File: src/sv/band_threshold_row_level_finder_macros.svh
// Assertion macros for the band threshold row level finder.
// Used by the top level only; no other dependencies.
`ifndef BAND_THRESHOLD_ROW_LEVEL_FINDER_MACROS_SVH
`define BAND_THRESHOLD_ROW_LEVEL_FINDER_MACROS_SVH

// same-cycle implication
`define BTRL_ASSERT_IMPLY(name, ck, rs, ante, cons) \
  name: assert property (@(posedge ck) disable iff (rs) (ante) |-> (cons)) \
    else $error("btrl assertion failed");

// next-cycle implication
`define BTRL_ASSERT_NEXT(name, ck, rs, ante, cons) \
  name: assert property (@(posedge ck) disable iff (rs) (ante) |=> (cons)) \
    else $error("btrl assertion failed");

`endif

File: src/sv/btrl_pkg.sv
// Shared constants and types for the band threshold row level finder.
// No dependencies; imported by the front end, back end and top level of the block.
package btrl_pkg;

  localparam int PIX_W      = 8;
  localparam int SIZE_W     = 11;
  localparam int TOTAL_W    = 21;
  localparam int ROWCNT_W   = 11;
  localparam int LEVEL_W    = 15;
  localparam int CFG_IDX_W  = 3;
  localparam int CFG_DATA_W = 21;

  localparam int DEF_MAX_WIDTH  = 1024;
  localparam int DEF_MAX_HEIGHT = 1024;
  localparam int QUEUE_DEPTH    = 2;

  localparam logic [ROWCNT_W-1:0] ROW_SAT   = '1;
  localparam logic [TOTAL_W-1:0]  FRAME_SAT = '1;
  localparam logic [LEVEL_W-1:0]  FULL_Q8   = 15'd25600;

  localparam logic [PIX_W-1:0]   BAND_LOW_RST   = 8'd80;
  localparam logic [PIX_W-1:0]   BAND_HIGH_RST  = 8'd140;
  localparam logic [TOTAL_W-1:0] MIN_TOTAL_RST  = 21'd50;
  localparam logic [SIZE_W-1:0]  WIDTH_RST      = 11'd160;
  localparam logic [SIZE_W-1:0]  HEIGHT_RST     = 11'd240;

  localparam logic [CFG_IDX_W-1:0] CFG_BAND_LOW  = 3'd0;
  localparam logic [CFG_IDX_W-1:0] CFG_BAND_HIGH = 3'd1;
  localparam logic [CFG_IDX_W-1:0] CFG_MIN_TOTAL = 3'd2;
  localparam logic [CFG_IDX_W-1:0] CFG_WIDTH     = 3'd3;
  localparam logic [CFG_IDX_W-1:0] CFG_HEIGHT    = 3'd4;

  typedef enum logic [1:0] {
    OUTC_ROW     = 2'd0,
    OUTC_DRY     = 2'd1,
    OUTC_DENSITY = 2'd2
  } btrl_outcome_t;

  typedef struct packed {
    logic [PIX_W-1:0]   band_low;
    logic [PIX_W-1:0]   band_high;
    logic [TOTAL_W-1:0] min_total;
    logic [SIZE_W-1:0]  width;
    logic [SIZE_W-1:0]  height;
  } btrl_cfg_t;

endpackage

File: src/sv/btrl_queue.sv
// Short first-in first-out queue of frame jobs between front and back.
// Generic data width; uses no package items.
module btrl_queue #(
  parameter int DATA_W = 8,
  parameter int DEPTH  = 2
) (
  input  logic              clk,
  input  logic              rst,
  input  logic              push_valid,
  output logic              push_ready,
  input  logic [DATA_W-1:0] push_data,
  output logic              pop_valid,
  input  logic              pop_ready,
  output logic [DATA_W-1:0] pop_data
);

  localparam int PW = (DEPTH > 1) ? $clog2(DEPTH) : 1;
  localparam int NW = $clog2(DEPTH + 1);

  logic [DATA_W-1:0] entry [DEPTH];
  logic [PW-1:0]     wr_ptr;
  logic [PW-1:0]     rd_ptr;
  logic [NW-1:0]     fill;
  logic              push_fire;
  logic              pop_fire;

  assign push_ready = (fill != NW'(DEPTH));
  assign pop_valid  = (fill != '0);
  assign pop_data   = entry[rd_ptr];
  assign push_fire  = push_valid && push_ready;
  assign pop_fire   = pop_valid && pop_ready;

  always_ff @(posedge clk) begin
    if (push_fire) begin
      entry[wr_ptr] <= push_data;
    end
  end

  always_ff @(posedge clk) begin
    if (rst) begin
      wr_ptr <= '0;
      rd_ptr <= '0;
      fill   <= '0;
    end else begin
      if (push_fire) begin
        wr_ptr <= (wr_ptr == PW'(DEPTH - 1)) ? '0 : wr_ptr + 1'b1;
      end
      if (pop_fire) begin
        rd_ptr <= (rd_ptr == PW'(DEPTH - 1)) ? '0 : rd_ptr + 1'b1;
      end
      case ({push_fire, pop_fire})
        2'b10:   fill <= fill + 1'b1;
        2'b01:   fill <= fill - 1'b1;
        default: fill <= fill;
      endcase
    end
  end

endmodule

File: src/sv/btrl_front.sv
// Front end: takes pixels, classifies them against the band, keeps row and
// frame counts and the best row, and pushes one job per frame. Uses btrl_pkg.
module btrl_front #(
  parameter int MAX_WIDTH  = 1024,
  parameter int MAX_HEIGHT = 1024
) (
  input  logic                                 clk,
  input  logic                                 rst,
  input  btrl_pkg::btrl_cfg_t                  cfg,
  input  logic                                 in_valid,
  output logic                                 in_ready,
  input  logic [btrl_pkg::PIX_W-1:0]           gray_pixel,
  output logic                                 job_valid,
  input  logic                                 job_ready,
  output btrl_pkg::btrl_outcome_t              job_outcome,
  output logic [btrl_pkg::TOTAL_W-1:0]         job_num,
  output logic [$clog2(MAX_WIDTH+1)-1:0]       job_w,
  output logic [$clog2(MAX_HEIGHT+1)-1:0]      job_h,
  output logic [btrl_pkg::TOTAL_W-1:0]         job_total
);

  import btrl_pkg::*;

  localparam int WW  = $clog2(MAX_WIDTH + 1);
  localparam int HW  = $clog2(MAX_HEIGHT + 1);
  localparam int CW  = $clog2(MAX_WIDTH);
  localparam int RW  = (MAX_HEIGHT > 1) ? $clog2(MAX_HEIGHT) : 1;
  localparam int EWW = (WW > SIZE_W) ? WW : SIZE_W;
  localparam int EHW = (HW > SIZE_W) ? HW : SIZE_W;
  localparam int QW  = (WW > ROWCNT_W) ? WW : ROWCNT_W;

  logic [CW-1:0]       column_pos;
  logic [RW-1:0]       row_pos;
  logic [ROWCNT_W-1:0] row_water;
  logic [ROWCNT_W-1:0] best_row_water;
  logic [RW-1:0]       best_row_index;
  logic                row_found;
  logic [TOTAL_W-1:0]  frame_water;

  logic [EWW-1:0]      width_ext;
  logic [EHW-1:0]      height_ext;
  logic [WW-1:0]       w;
  logic [HW-1:0]       h;
  logic [WW-1:0]       col_inc;
  logic [HW-1:0]       row_inc;
  logic                row_end;
  logic                frame_end;
  logic                accept;
  logic                is_water;
  logic [ROWCNT_W-1:0] row_water_next;
  logic [TOTAL_W-1:0]  frame_water_next;
  logic                take_row;
  logic [RW-1:0]       best_index_next;
  logic                found_next;
  logic                index_ok;

  assign width_ext  = EWW'(cfg.width);
  assign height_ext = EHW'(cfg.height);
  assign w = (cfg.width == '0) ? WW'(1) :
             (width_ext > EWW'(MAX_WIDTH)) ? WW'(MAX_WIDTH) : WW'(width_ext);
  assign h = (cfg.height == '0) ? HW'(1) :
             (height_ext > EHW'(MAX_HEIGHT)) ? HW'(MAX_HEIGHT) : HW'(height_ext);

  assign col_inc   = WW'(column_pos) + WW'(1);
  assign row_inc   = HW'(row_pos) + HW'(1);
  assign row_end   = (col_inc >= w);
  assign frame_end = row_end && (row_inc >= h);

  // stall only when a frame would close into a full queue
  assign in_ready  = !(frame_end && !job_ready);
  assign accept    = in_valid && in_ready;

  assign is_water = (gray_pixel >= cfg.band_low) && (gray_pixel <= cfg.band_high);
  assign row_water_next = (is_water && row_water != ROW_SAT) ?
                          row_water + 1'b1 : row_water;
  assign frame_water_next = (is_water && frame_water != FRAME_SAT) ?
                            frame_water + 1'b1 : frame_water;

  assign take_row = (row_water_next > best_row_water) &&
                    (QW'(row_water_next) > QW'(w >> 2));
  assign best_index_next = take_row ? row_pos : best_row_index;
  assign found_next      = row_found || take_row;
  assign index_ok        = (HW'(best_index_next) < h);

  assign job_valid = accept && frame_end;
  assign job_total = frame_water_next;
  assign job_w     = w;
  assign job_h     = h;

  always_comb begin
    if (frame_water_next < cfg.min_total) begin
      job_outcome = OUTC_DRY;
      job_num     = '0;
    end else if (found_next) begin
      job_outcome = OUTC_ROW;
      job_num     = index_ok ? TOTAL_W'(h - HW'(best_index_next)) : '0;
    end else begin
      job_outcome = OUTC_DENSITY;
      job_num     = frame_water_next;
    end
  end

  always_ff @(posedge clk) begin
    if (rst) begin
      column_pos     <= '0;
      row_pos        <= '0;
      row_water      <= '0;
      best_row_water <= '0;
      best_row_index <= '0;
      row_found      <= 1'b0;
      frame_water    <= '0;
    end else if (accept) begin
      if (!row_end) begin
        column_pos  <= CW'(col_inc);
        row_water   <= row_water_next;
        frame_water <= frame_water_next;
      end else if (!frame_end) begin
        column_pos  <= '0;
        row_water   <= '0;
        row_pos     <= RW'(row_inc);
        frame_water <= frame_water_next;
        if (take_row) begin
          best_row_water <= row_water_next;
          best_row_index <= row_pos;
          row_found      <= 1'b1;
        end
      end else begin
        column_pos     <= '0;
        row_pos        <= '0;
        row_water      <= '0;
        best_row_water <= '0;
        best_row_index <= '0;
        row_found      <= 1'b0;
        frame_water    <= '0;
      end
    end
  end

endmodule

File: src/sv/btrl_back.sv
// Back end: turns a frame job into the level word with a multiply and a
// bit-serial restoring divider, and holds the result word. Uses btrl_pkg.
module btrl_back #(
  parameter int MAX_WIDTH  = 1024,
  parameter int MAX_HEIGHT = 1024
) (
  input  logic                                 clk,
  input  logic                                 rst,
  input  logic                                 job_valid,
  output logic                                 job_ready,
  input  btrl_pkg::btrl_outcome_t              job_outcome,
  input  logic [btrl_pkg::TOTAL_W-1:0]         job_num,
  input  logic [$clog2(MAX_WIDTH+1)-1:0]       job_w,
  input  logic [$clog2(MAX_HEIGHT+1)-1:0]      job_h,
  input  logic [btrl_pkg::TOTAL_W-1:0]         job_total,
  output logic                                 out_valid,
  input  logic                                 out_ready,
  output logic [btrl_pkg::LEVEL_W-1:0]         level_q8,
  output btrl_pkg::btrl_outcome_t              outcome,
  output logic [btrl_pkg::TOTAL_W-1:0]         water_total
);

  import btrl_pkg::*;

  localparam int WW  = $clog2(MAX_WIDTH + 1);
  localparam int HW  = $clog2(MAX_HEIGHT + 1);
  localparam int DVW = WW + HW;
  localparam int DDW = TOTAL_W + LEVEL_W;
  localparam int KW  = $clog2(DDW);

  typedef enum logic [2:0] {
    ST_IDLE,
    ST_MUL,
    ST_DIV,
    ST_FIN,
    ST_HOLD
  } state_t;

  state_t             state;
  logic [TOTAL_W-1:0] num;
  logic [WW-1:0]      w_job;
  logic [HW-1:0]      h_job;
  logic [DDW-1:0]     quot;
  logic [DVW-1:0]     divisor;
  logic [DVW-1:0]     rem;
  logic [KW-1:0]      step;

  logic [DVW:0]       trial;
  logic               fits;
  logic [DVW-1:0]     rem_next;

  assign job_ready = (state == ST_IDLE);

  assign trial    = {rem, quot[DDW-1]};
  assign fits     = (trial >= {1'b0, divisor});
  assign rem_next = fits ? DVW'(trial - {1'b0, divisor}) : DVW'(trial);

  always_ff @(posedge clk) begin
    if (rst) begin
      state     <= ST_IDLE;
      out_valid <= 1'b0;
    end else begin
      case (state)
        ST_IDLE: begin
          if (job_valid) begin
            num         <= job_num;
            w_job       <= job_w;
            h_job       <= job_h;
            outcome     <= job_outcome;
            water_total <= job_total;
            state       <= ST_MUL;
          end
        end
        ST_MUL: begin
          quot    <= DDW'(num) * DDW'(FULL_Q8);
          divisor <= (outcome == OUTC_ROW) ? DVW'(h_job) : DVW'(w_job) * DVW'(h_job);
          rem     <= '0;
          step    <= KW'(DDW - 1);
          state   <= ST_DIV;
        end
        ST_DIV: begin
          rem  <= rem_next;
          quot <= {quot[DDW-2:0], fits};
          step <= step - 1'b1;
          if (step == '0) begin
            state <= ST_FIN;
          end
        end
        ST_FIN: begin
          level_q8  <= (quot > DDW'(FULL_Q8)) ? FULL_Q8 : LEVEL_W'(quot);
          out_valid <= 1'b1;
          state     <= ST_HOLD;
        end
        ST_HOLD: begin
          if (out_ready) begin
            out_valid <= 1'b0;
            state     <= ST_IDLE;
          end
        end
        default: begin
          out_valid <= 1'b0;
          state     <= ST_IDLE;
        end
      endcase
    end
  end

endmodule

File: src/sv/band_threshold_row_level_finder.sv
// Top level of the band threshold row level finder: configuration registers,
// front end, job queue and back end. Uses btrl_pkg and the macros header.
//
//   channel | direction | handshake            | word
//   --------+-----------+----------------------+------------------------------
//   in      | in        | in_valid / in_ready   | gray_pixel
//   out     | out       | out_valid / out_ready | level_q8, outcome, water_total
//   cfg     | in        | cfg_valid / cfg_ready | cfg_index, cfg_data
//
// One pixel a cycle is taken by the front end; each frame closes into a
// two-entry job queue. For each frame the back end runs a multiply state,
// bit-serial divider steps over all quotient bits and a saturate state; short
// frames fill the queue and the input then stalls on the last pixel of a frame.
// Synchronous reset clears counters, queue and result valid; registers take
// their defaults. Configuration is always ready and takes effect at once.
module band_threshold_row_level_finder #(
  parameter int MAX_WIDTH  = btrl_pkg::DEF_MAX_WIDTH,
  parameter int MAX_HEIGHT = btrl_pkg::DEF_MAX_HEIGHT
) (
  input  logic                              clk,
  input  logic                              rst,
  input  logic                              in_valid,
  output logic                              in_ready,
  input  logic [btrl_pkg::PIX_W-1:0]        gray_pixel,
  output logic                              out_valid,
  input  logic                              out_ready,
  output logic [btrl_pkg::LEVEL_W-1:0]      level_q8,
  output logic [1:0]                        outcome,
  output logic [btrl_pkg::TOTAL_W-1:0]      water_total,
  input  logic                              cfg_valid,
  output logic                              cfg_ready,
  input  logic [btrl_pkg::CFG_IDX_W-1:0]    cfg_index,
  input  logic [btrl_pkg::CFG_DATA_W-1:0]   cfg_data
);

  import btrl_pkg::*;

  `include "band_threshold_row_level_finder_macros.svh"

  localparam int WW    = $clog2(MAX_WIDTH + 1);
  localparam int HW    = $clog2(MAX_HEIGHT + 1);
  localparam int JOB_W = 2 + TOTAL_W + WW + HW + TOTAL_W;

  btrl_cfg_t          cfg;
  logic               job_valid;
  logic               q_push_ready;
  btrl_outcome_t      job_outcome;
  logic [TOTAL_W-1:0] job_num;
  logic [WW-1:0]      job_w;
  logic [HW-1:0]      job_h;
  logic [TOTAL_W-1:0] job_total;
  logic [JOB_W-1:0]   push_data;
  logic [JOB_W-1:0]   pop_data;
  logic               q_pop_valid;
  logic               q_pop_ready;
  btrl_outcome_t      back_outcome;

  assign cfg_ready = 1'b1;

  always_ff @(posedge clk) begin
    if (rst) begin
      cfg.band_low  <= BAND_LOW_RST;
      cfg.band_high <= BAND_HIGH_RST;
      cfg.min_total <= MIN_TOTAL_RST;
      cfg.width     <= WIDTH_RST;
      cfg.height    <= HEIGHT_RST;
    end else if (cfg_valid && cfg_ready) begin
      case (cfg_index)
        CFG_BAND_LOW:  cfg.band_low  <= cfg_data[PIX_W-1:0];
        CFG_BAND_HIGH: cfg.band_high <= cfg_data[PIX_W-1:0];
        CFG_MIN_TOTAL: cfg.min_total <= cfg_data[TOTAL_W-1:0];
        CFG_WIDTH:     cfg.width     <= cfg_data[SIZE_W-1:0];
        CFG_HEIGHT:    cfg.height    <= cfg_data[SIZE_W-1:0];
        default: begin
        end
      endcase
    end
  end

  btrl_front #(
    .MAX_WIDTH  (MAX_WIDTH),
    .MAX_HEIGHT (MAX_HEIGHT)
  ) u_front (
    .clk         (clk),
    .rst         (rst),
    .cfg         (cfg),
    .in_valid    (in_valid),
    .in_ready    (in_ready),
    .gray_pixel  (gray_pixel),
    .job_valid   (job_valid),
    .job_ready   (q_push_ready),
    .job_outcome (job_outcome),
    .job_num     (job_num),
    .job_w       (job_w),
    .job_h       (job_h),
    .job_total   (job_total)
  );

  assign push_data = {job_outcome, job_num, job_w, job_h, job_total};

  btrl_queue #(
    .DATA_W (JOB_W),
    .DEPTH  (QUEUE_DEPTH)
  ) u_queue (
    .clk        (clk),
    .rst        (rst),
    .push_valid (job_valid),
    .push_ready (q_push_ready),
    .push_data  (push_data),
    .pop_valid  (q_pop_valid),
    .pop_ready  (q_pop_ready),
    .pop_data   (pop_data)
  );

  btrl_back #(
    .MAX_WIDTH  (MAX_WIDTH),
    .MAX_HEIGHT (MAX_HEIGHT)
  ) u_back (
    .clk         (clk),
    .rst         (rst),
    .job_valid   (q_pop_valid),
    .job_ready   (q_pop_ready),
    .job_outcome (btrl_outcome_t'(pop_data[JOB_W-1 -: 2])),
    .job_num     (pop_data[JOB_W-3 -: TOTAL_W]),
    .job_w       (pop_data[TOTAL_W+HW+WW-1 -: WW]),
    .job_h       (pop_data[TOTAL_W+HW-1 -: HW]),
    .job_total   (pop_data[TOTAL_W-1:0]),
    .out_valid   (out_valid),
    .out_ready   (out_ready),
    .level_q8    (level_q8),
    .outcome     (back_outcome),
    .water_total (water_total)
  );

  assign outcome = back_outcome;

  `BTRL_ASSERT_IMPLY(a_level_range, clk, rst, out_valid, level_q8 <= FULL_Q8)
  `BTRL_ASSERT_IMPLY(a_dry_zero, clk, rst, out_valid && outcome == OUTC_DRY, level_q8 == '0)
  `BTRL_ASSERT_IMPLY(a_stall_full, clk, rst, !in_ready, !q_push_ready)
  `BTRL_ASSERT_NEXT(a_pop_busy, clk, rst, q_pop_valid && q_pop_ready, !out_valid)

endmodule

File: config.mk
export PLATFORM = sky130hd
export DESIGN_NAME = band_threshold_row_level_finder
export DESIGN_NICKNAME = d
export VERILOG_FILES = /design/src/sv/btrl_pkg.sv /design/src/sv/btrl_queue.sv /design/src/sv/btrl_front.sv /design/src/sv/btrl_back.sv /design/src/sv/band_threshold_row_level_finder.sv
export VERILOG_INCLUDE_DIRS = /design/src /design/src/sv
export SDC_FILE = /design/constraint.sdc
export NUM_CORES = 1
export LEC_CHECK = 0
export BUFFER_PORTS_ARGS = -buffer_cell sky130_fd_sc_hd__buf_4
export CORE_MARGIN = 2
export CORE_UTILIZATION = 25
export DETAILED_ROUTE_END_ITERATION = 8
export GPL_ROUTABILITY_DRIVEN = 1
export PLACE_DENSITY = 0.43
export SYNTH_ARGS = -nofsm -noshare
export SYNTH_HDL_FRONTEND = slang
export SYNTH_SLANG_ARGS = --single-unit
File: constraint.sdc
create_clock -name clk -period 22.4 [get_ports clk]
set_input_delay 4.48 -clock clk [delete_from_list [all_inputs] [get_ports clk]]
set_output_delay 4.48 -clock clk [all_outputs]
set_load 0.02 [all_outputs]
==> summary.txt, run 1 <==
Run status
  • Result of the run: finished clean

Clock network
  • Post-cts resize count: 0
  • Clock slew at reported path FFs: about 60 ps
  • Clock root buffer master: sky130_fd_sc_hd__clkbuf_16
  • TritonCTS clock tree: built
  • CTS H-tree lvls: 2
  • Hold buffer count at cts: 0
  • Worst-case clock buffer depth: 3
  • Number of buffers inserted to repair setup after CTS: 0
  • Cts bufs inserted: 53
  • Number of sinks on the clock net: 440
  • Worst skew pair latency: 630 ps

Setup path
  • Reg-to-reg slack, setup: 15,060 ps
  • Peak fanout along the critical path: 24
  • Critical path launch point type: input pin
  • Required time of the critical path: 22,700 ps
  • Data arrival time of the worst path: 11,240 ps
  • Critical Path Sink Type: flip-flop
  • Path type of the worst setup path: input pin to flip-flop

Drt
  • DRC violations left: 0
  • Per-cell via count in the routed design: between 4 and 5
  • Number of violations reported at the end of detailed-routing iteration 0: a little under 1,000
  • Post-detailed-route count of antenna-violating nets: 0
  • Total wire length: 72,470 microns
  • Total iterations of the first detailed-routing run: 5
  • Vias post-DR: 18,712
  • Final routed wire length divided by cell count: 17.38 microns

Power
  • Net switching power figure: 0.4514 mW
  • Power Density: 59.32 mW/mm^2
  • Clk pwr share: 0.455
  • Sequential group share of total power: 0.474
  • Peak VDD IR: between 60 and 70 uV
  • Internal power: 1.393 mW
  • Total power consumption of the routed design: 1.845 mW
  • Static Leak: 12.84 nW
  • Combinational share of power: 0.071
  • Sw frac: 0.2447

GRT
  • Number of antenna violations at the first check in global routing: 0
  • Pin count of the biggest net entering global routing: 68
  • Overall track demand over capacity in global routing: 0.1308
  • Via count of the first global-routing pass: 19,571
  • Total global routing overflow: 0
  • Wire length of the first global-routing pass: ~110,000 microns

Cells and area
  • Nets: between 3,000 and 4,000
  • Most frequent cells in the layout: sky130_fd_sc_hd__nand2_1 (311), sky130_fd_sc_hd__inv_1 (305), sky130_fd_sc_hd__edfxtp_1 (299)
  • Post-layout utilization of the core: 0.2865
  • Commonest non-fill, non-tap cell in the layout: sky130_fd_sc_hd__nand2_1
  • Fraction of final layout cells with drive strength greater than 1: 0.1016
  • Ant diodes: 0
  • Synthesis-to-layout area growth: 13.84%

Timing
  • Total count of max-transition violations in the final report: 0
  • Total setup violations reported at the end of the flow: 0
  • Final worst path period need: around 11,000 ps
  • Final Hold Viols: 0
  • Worst slew pin tran: 1114 ps
  • Worst max-slew margin expressed relative to the limit: 0.2381
  • Smallest setup slack after layout: 11,460 ps
  • Fraction of the cycle the final worst path needs: 0.4883
  • Worst Skew: 34.90 ps
  • Post-route setup TNS: 0 ps
  • Unrepaired setup endpoints after global routing: false
  • Peak clock frequency supported by timing: 91.43 MHz

Yosys
  • Share of the yosys chip area belonging to registers: 0.4320
  • EDFF count, synth: 299
  • Mean area per synthesized cell: ~10 sq um
  • Main synth FF type: sky130_fd_sc_hd__edfxtp_1
  • Yosys warns: 0
  • Syn_nets: about 3,000
  • Flip-flop and latch count after synthesis: 440
  • Post-synthesis cell area: 0.02732 sq mm
  • Post-synthesis instance total: 2,667
  • Count of different cell masters after synthesis: 77
  • Asr flop ratio synth: 0

Min path
  • Class of the tightest hold or removal check: flip-flop to flip-flop

Placement
  • Number of port buffers: 76
  • Hpwl dp: roughly 53,000 microns
  • Final RePlAce weighted congestion: 0.8216
  • Pre-CTS setup slack: 10,810 ps

Die
  • I/O pin count: 78
  • Floorplan core area: 0.1086 sq mm
  • Die Area: 0.1119 sq mm
  • Die Span Y: 334.6 microns
  • Initial standard-cell utilization of the core: 0.2516
  • Die span in x: 334.6 microns
  • Number of placement rows: 121

Flow run
  • Number of maximum-capacitance constraint violations: 0
-- cell families after synthesis --
family	after synthesis	share of synthesized area
AO/OA/AOI/OAI	442	0.1066
XOR/XNOR	108	0.03463
adder cells (fa/ha/maj)	343	0.1840
buffers and inverters	412	0.05785
flip-flops	440	0.4320
multiplexers	99	0.03939
other	1	0.0001373
AND/OR/NAND/NOR	822	0.1453
-- final timing paths --
path	from	end	cells past startpoint
setup / recovery	gray_pixel[4]	u_queue.entry[0][52]	27
hold / removal	cfg[30]	cfg[30]	2
setup reg to reg	cfg[47]	u_queue.entry[0][52]	27
hold reg to reg	cfg[30]	cfg[30]	2
-- power groups by stage --
| stage | Sequential (mW) | Combinational (mW) | Clock, mW |
|---|---|---|---|
| floorplan | 0.888 | 0.0919 | 0 |
| global placement | 0.891 | 0.134 | 0 |
| detailed placement | 0.891 | 0.133 | 0 |
| CTS | 0.874 | 0.134 | 0.867 |
| global route | 0.874 | 0.150 | 0.899 |
| finish | 0.874 | 0.132 | 0.839 |
-- metal layers --
| metal | part of all wire | vias to the layer above | global-route usage |
|---|---|---|---|
| met5 | 0 | - | 0 |
| met4 | 0.024 | 0 | 0.03661 |
| met3 | 0.035 | 87 | 0.01741 |
| met2 | 0.45 | 256 | 0.2119 |
| met1 | 0.49 | 8950 | 0.1818 |
| li1 | - | 9419 | - |
-- worst max-delay path: stages --
cell                       delay, ps
sky130_fd_sc_hd__buf_4           120
sky130_fd_sc_hd__ha_1            290
sky130_fd_sc_hd__and3_1          200
sky130_fd_sc_hd__nand4_2         140
sky130_fd_sc_hd__and3_1          210
sky130_fd_sc_hd__a221oi_2        670
sky130_fd_sc_hd__and3_1          460
sky130_fd_sc_hd__nand3_1         140
sky130_fd_sc_hd__xnor2_1         310
sky130_fd_sc_hd__ha_1            310
sky130_fd_sc_hd__a21oi_1         130
sky130_fd_sc_hd__nor2b_1          50
sky130_fd_sc_hd__o21ai_0         160
sky130_fd_sc_hd__a31oi_1         130
sky130_fd_sc_hd__a211oi_1        330
sky130_fd_sc_hd__a31o_4          470
sky130_fd_sc_hd__mux2_2          240
sky130_fd_sc_hd__ha_1            160
sky130_fd_sc_hd__inv_1            50
sky130_fd_sc_hd__fa_1            400
sky130_fd_sc_hd__a21o_1          190
sky130_fd_sc_hd__a21oi_1         300
sky130_fd_sc_hd__o211ai_1        170
sky130_fd_sc_hd__nand3_1         160
sky130_fd_sc_hd__a21oi_1          80
sky130_fd_sc_hd__nor2_1          620
sky130_fd_sc_hd__o32ai_1         230
-- Yosys cell counts (8+ instances only) --
| cell | instances | area share |
|---|---|---|
| sky130_fd_sc_hd__nor4_1 | 19 | 0.0044 |
| sky130_fd_sc_hd__and3_1 | 47 | 0.011 |
| sky130_fd_sc_hd__mux2_2 | 68 | 0.028 |
| sky130_fd_sc_hd__xnor2_1 | 48 | 0.015 |
| sky130_fd_sc_hd__mux2i_1 | 31 | 0.011 |
| sky130_fd_sc_hd__o22ai_1 | 11 | 0.0025 |
| sky130_fd_sc_hd__a21o_1 | 44 | 0.012 |
| sky130_fd_sc_hd__or2_2 | 11 | 0.0025 |
| sky130_fd_sc_hd__or3_1 | 16 | 0.0037 |
| sky130_fd_sc_hd__o211ai_1 | 19 | 0.0052 |
| sky130_fd_sc_hd__edfxtp_1 | 299 | 0.33 |
| sky130_fd_sc_hd__a22oi_1 | 12 | 0.0033 |
| sky130_fd_sc_hd__nand2_1 | 311 | 0.043 |
| sky130_fd_sc_hd__fa_1 | 98 | 0.072 |
| sky130_fd_sc_hd__nand3_1 | 53 | 0.0097 |
| sky130_fd_sc_hd__nand2b_1 | 14 | 0.0032 |
| sky130_fd_sc_hd__a31oi_1 | 10 | 0.0023 |
| sky130_fd_sc_hd__o21bai_1 | 8 | 0.0022 |
| sky130_fd_sc_hd__dfxtp_1 | 141 | 0.10 |
| sky130_fd_sc_hd__inv_1 | 305 | 0.042 |
| sky130_fd_sc_hd__ha_1 | 245 | 0.11 |
| sky130_fd_sc_hd__o21a_1 | 18 | 0.0049 |
| sky130_fd_sc_hd__xor2_1 | 60 | 0.019 |
| sky130_fd_sc_hd__nand4_1 | 28 | 0.0064 |
| sky130_fd_sc_hd__o31ai_1 | 8 | 0.0022 |
| sky130_fd_sc_hd__nor2_1 | 151 | 0.021 |
| sky130_fd_sc_hd__nor3_1 | 42 | 0.0077 |
| sky130_fd_sc_hd__o21ai_0 | 73 | 0.013 |
| sky130_fd_sc_hd__a211oi_1 | 25 | 0.0069 |
| sky130_fd_sc_hd__a21oi_1 | 140 | 0.026 |
| sky130_fd_sc_hd__clkbuf_1 | 89 | 0.012 |
| sky130_fd_sc_hd__nand3b_1 | 11 | 0.0030 |
| sky130_fd_sc_hd__a32o_1 | 20 | 0.0073 |
| sky130_fd_sc_hd__and2_1 | 72 | 0.016 |
| sky130_fd_sc_hd__nor2b_1 | 14 | 0.0032 |
-- flip-flops by register name (all words and copies together) (netlist names), 6 cells and up --
register                cells
u_back.level_q8            15
u_back.quot                36
u_back.h_job               11
u_front.column_pos         10
u_front.row_water          11
u_back.w_job               11
u_front.best_row_index     10
u_back.rem                 22
u_front.best_row_water     11
u_back.step                 6
u_back.num                 21
u_back.divisor             22
cfg                        59
u_back.water_total         21
u_queue.entry             132
u_front.frame_water        21
u_front.row_pos            10
-- area by class of cell --
class,instances,area (sq um)
clock buffers,75,1483
flip-flops and latches,440,11810
repair buffers,96,720.7
inverters,306,1149
fillers,11415,77450
multi-input cells,1815,13970
clock inverters,24,203.9
well taps,1414,1769
-- stage by stage --
stage / cell area [sq um] / hold WS [ps] / cells
6_report: 31100 / 456.8 / 4170
5_1_grt: 31100 / 476.9 / 4170
4_1_cts: 31100 / 457.9 / 4170
3_5_place_dp: 29410 / 449.0 / 4071
3_3_place_gp: 29410 / 441.0 / 4071
2_1_floorplan: 27320 / 436.3 / 2667
(Power assumes the default switching activity.)
==> run 2, diff against run 1 <==
--- a/config.mk
+++ b/config.mk
@@ -11,7 +11,7 @@
 export CORE_UTILIZATION = 25
 export DETAILED_ROUTE_END_ITERATION = 8
 export GPL_ROUTABILITY_DRIVEN = 1
-export PLACE_DENSITY = 0.43
+export PLACE_DENSITY = 0.44
 export SYNTH_ARGS = -nofsm -noshare
 export SYNTH_HDL_FRONTEND = slang
 export SYNTH_SLANG_ARGS = --single-unit
==> constraint.sdc (replaced) <==
create_clock -name clk -period 9.6 [get_ports clk]
set_input_delay 1.92 -clock clk [delete_from_list [all_inputs] [get_ports clk]]
set_output_delay 1.92 -clock clk [all_outputs]
set_load 0.02 [all_outputs]
==> run 2 against run 1 <==
  * Register-to-register slack got worse by 13000 ps
  * Non-clock buffer count rose by 4
  * Worst setup slack got worse by 10000 ps
==> summary.txt, run 2 (synthesis gave the netlist of run 1 again) <==
Cells and area
  • Flip-flop count of the largest register, all copies and words added: 132 (unchanged)
  • Most frequent cells in the layout: sky130_fd_sc_hd__nand2_1 (311), sky130_fd_sc_hd__inv_1 (305), sky130_fd_sc_hd__edfxtp_1 (299)
  • Register name with the most flops: u_queue.entry
  • Footprint of the flip-flops and latches: 0.01181 sq mm (unchanged)
  • Nets: 3,096 (+0.13%)
  • Commonest non-fill, non-tap cell in the layout: sky130_fd_sc_hd__nand2_1
  • Post-layout utilization of the core: 0.2895 (+0.003009)
  • Synthesis-to-layout area growth: 15.04%
  • Filler Cells Inserted: 11,309 (-0.93%)
  • Area taken by multi-input logic gates: 0.01397 sq mm (about the same)
  • Biggest registers after layout: u_queue.entry x132, cfg x59, u_back.quot x36
  • Fraction of final layout cells with drive strength greater than 1: 0.1043 (+0.002714)

Drt
  • Per-cell via count in the routed design: 4.531 (+0.96%)
  • DRC violations left: 0 (unchanged)
  • Post-detailed-route count of antenna-violating nets: 0 (unchanged)
  • Total iterations of the first detailed-routing run: 7 (+2)
  • Total wire length: 71,060 microns (-1.9%)
  • Final routed wire length divided by cell count: 17.00 microns (-2.2%)
  • Vias post-DR: 18,933 (+1.2%)
  • Number of violations reported at the end of detailed-routing iteration 0: 1,005 (+1.9%)

Timing
  • Fraction of the cycle the final worst path needs: 0.8436
  • Unrepaired setup endpoints after global routing: false
  • Total setup violations reported at the end of the flow: 0 (unchanged)
  • Final Hold Viols: 0 (unchanged)
  • Worst hold margin: 453.3 ps (-3.500 ps)
  • Worst Skew: 72.26 ps (+37.36 ps)
  • Post-route setup TNS: 0 ps (unchanged)
  • Final worst path period need: 8099 ps
  • Worst max-slew margin expressed relative to the limit: 0.2587 (+0.02062)
  • Peak clock frequency supported by timing: roughly 120 MHz
  • Worst slew pin tran: 1106 ps (-8.154 ps)
  • Total count of max-transition violations in the final report: 0 (unchanged)

Power
  • Clk pwr share: 0.487 (+0.032)
  • Peak VDD IR: 143.8 uV (+130%)
  • Sequential group share of total power: 0.446 (-0.028)
  • Total power consumption of the routed design: 4.570 mW (+150%)
  • Net switching power figure: 1.055 mW (+130%)
  • Internal power: 3.515 mW (+150%)
  • Static Leak: 12.99 nW (+1.2%)
  • Power Density: 145.4 mW/mm^2 (+150%)
  • Sw frac: 0.2308 (-0.01391)
  • Combinational share of power: 0.067 (-0.004)

Placement
  • Number of port buffers: 76 (unchanged)
  • Final RePlAce weighted congestion: 0.7912 (-3.7%)
  • Hpwl dp: 52,730 microns (-0.90%)

Die
  • Die Span Y: 334.6 microns (unchanged)
  • Die span in x: 334.6 microns (unchanged)
  • Die Area: 0.1119 sq mm (unchanged)
  • Initial standard-cell utilization of the core: 0.2516 (unchanged)
  • Floorplan core area: 0.1086 sq mm (unchanged)
  • I/O pin count: 78 (unchanged)
  • Number of placement rows: 121 (unchanged)

GRT
  • Number of antenna violations at the first check in global routing: 0 (unchanged)
  • Met1 routing resource usage after global routing: 0.1765 (-0.005355)
  • Via count of the first global-routing pass: 19,277 (-1.5%)
  • Met3 GRT Util: 0.01717 (-0.0002313)
  • Met2 Track Usage GR: 0.2139 (+0.001942)
  • Overall track demand over capacity in global routing: 0.1282 (-0.002600)
  • Total global routing overflow: 0 (unchanged)
  • Grt peak-use layer: met2
  • Pin count of the biggest net entering global routing: 77 (+13%)
  • Wire length of the first global-routing pass: 113,000 microns (-1.4%)

Clock network
  • Cts bufs inserted: 53 (unchanged)
  • Clock root buffer master: sky130_fd_sc_hd__clkbuf_16
  • Number of sinks on the clock net: 440 (unchanged)
  • Number of buffers inserted to repair setup after CTS: 0 (unchanged)
  • TritonCTS clock tree: built
  • Clock slew at reported path FFs: 60 ps (about the same)
  • Hold buffer count at cts: 0 (unchanged)
  • Post-cts resize count: 0 (unchanged)
  • Worst skew pair latency: 650 ps (+20 ps)
  • Worst-case clock buffer depth: 3 (unchanged)
  • CTS H-tree lvls: 2 (unchanged)

Setup path
  • Required time of the critical path: 9970 ps (-12,730 ps)
  • Critical Path Sink Type: flip-flop
  • Critical path launch point type: input pin
  • Data arrival time of the worst path: 8470 ps (-2770 ps)
  • Peak fanout along the critical path: 16 (-33%)
  • Path type of the worst setup path: input pin to flip-flop

Flow run
  • Number of maximum-capacitance constraint violations: 0 (unchanged)

Run status
  • Result of the run: finished clean

Min path
  • Class of the tightest hold or removal check: flip-flop to flip-flop
-- run 2: power groups by stage --
stage	Clock [mW]	Combinational (mW)	Sequential, mW
2_1_floorplan	0	0.214	2.07
3_3_place_gp	0	0.310	2.08
3_5_place_dp	0	0.309	2.08
4_1_cts	2.30	0.311	2.04
5_1_grt	2.37	0.347	2.04
6_report	2.22	0.306	2.04
-- run 2: final timing paths --
path	start	end	slack, ps	depth (start not counted)
setup / recovery	gray_pixel[7]	u_queue.entry[0][62]	1500	27
hold / removal	cfg[37]	cfg[37]	450	2
setup reg to reg	cfg[46]	u_queue.entry[0][62]	2530	27
hold reg to reg	cfg[37]	cfg[37]	450	2
-- run 2: critical path: stages --
cell,delay (ps)
sky130_fd_sc_hd__buf_4,120
sky130_fd_sc_hd__ha_1,300
sky130_fd_sc_hd__and3_1,180
sky130_fd_sc_hd__nand4_2,140
sky130_fd_sc_hd__and3_1,210
sky130_fd_sc_hd__a221o_1,630
sky130_fd_sc_hd__a21oi_1,450
sky130_fd_sc_hd__and3_1,270
sky130_fd_sc_hd__xor2_1,280
sky130_fd_sc_hd__ha_1,300
sky130_fd_sc_hd__nor2b_1,130
sky130_fd_sc_hd__o21ai_0,180
sky130_fd_sc_hd__a31oi_1,140
sky130_fd_sc_hd__a211oi_1,290
sky130_fd_sc_hd__a31o_4,280
sky130_fd_sc_hd__mux2_2,350
sky130_fd_sc_hd__ha_1,190
sky130_fd_sc_hd__inv_1,70
sky130_fd_sc_hd__fa_1,210
sky130_fd_sc_hd__a21o_1,130
sky130_fd_sc_hd__a21oi_1,110
sky130_fd_sc_hd__o211ai_1,270
sky130_fd_sc_hd__nand3_1,180
sky130_fd_sc_hd__or3_1,390
sky130_fd_sc_hd__nor3_1,210
sky130_fd_sc_hd__a21oi_2,160
sky130_fd_sc_hd__a211oi_1,380
-- run 2: metal layers --
layer,share of wire,up-vias,routed length (microns)
met1,0.49,9209,34670
met3,0.030,77,2113
met2,0.47,216,33200
li1,-,9431,-
met5,0,-,0
met4,0.015,0,1066
-- run 2: per-stage QoR --
stage / cell area (sq um) / instances / setup slack, ps
after floorplan: 27320 / 2667 / 1933
final: 31420 / 4179 / 1501
after detailed placement: 29450 / 4075 / 991.8
after global placement: 29450 / 4075 / 1024
after CTS: 31410 / 4175 / 1590
after global routing: 31410 / 4175 / 1011
-- run 2: cell type report --
class,instances,area share
inverters,306,0.03655
diodes,4,0.0003185
clock inverters,24,0.01334
well taps,1414,0.05630
clock buffers,76,0.04925
repair buffers,100,0.02389
multi-input cells,1815,0.4447
flip-flops and latches,440,0.3757
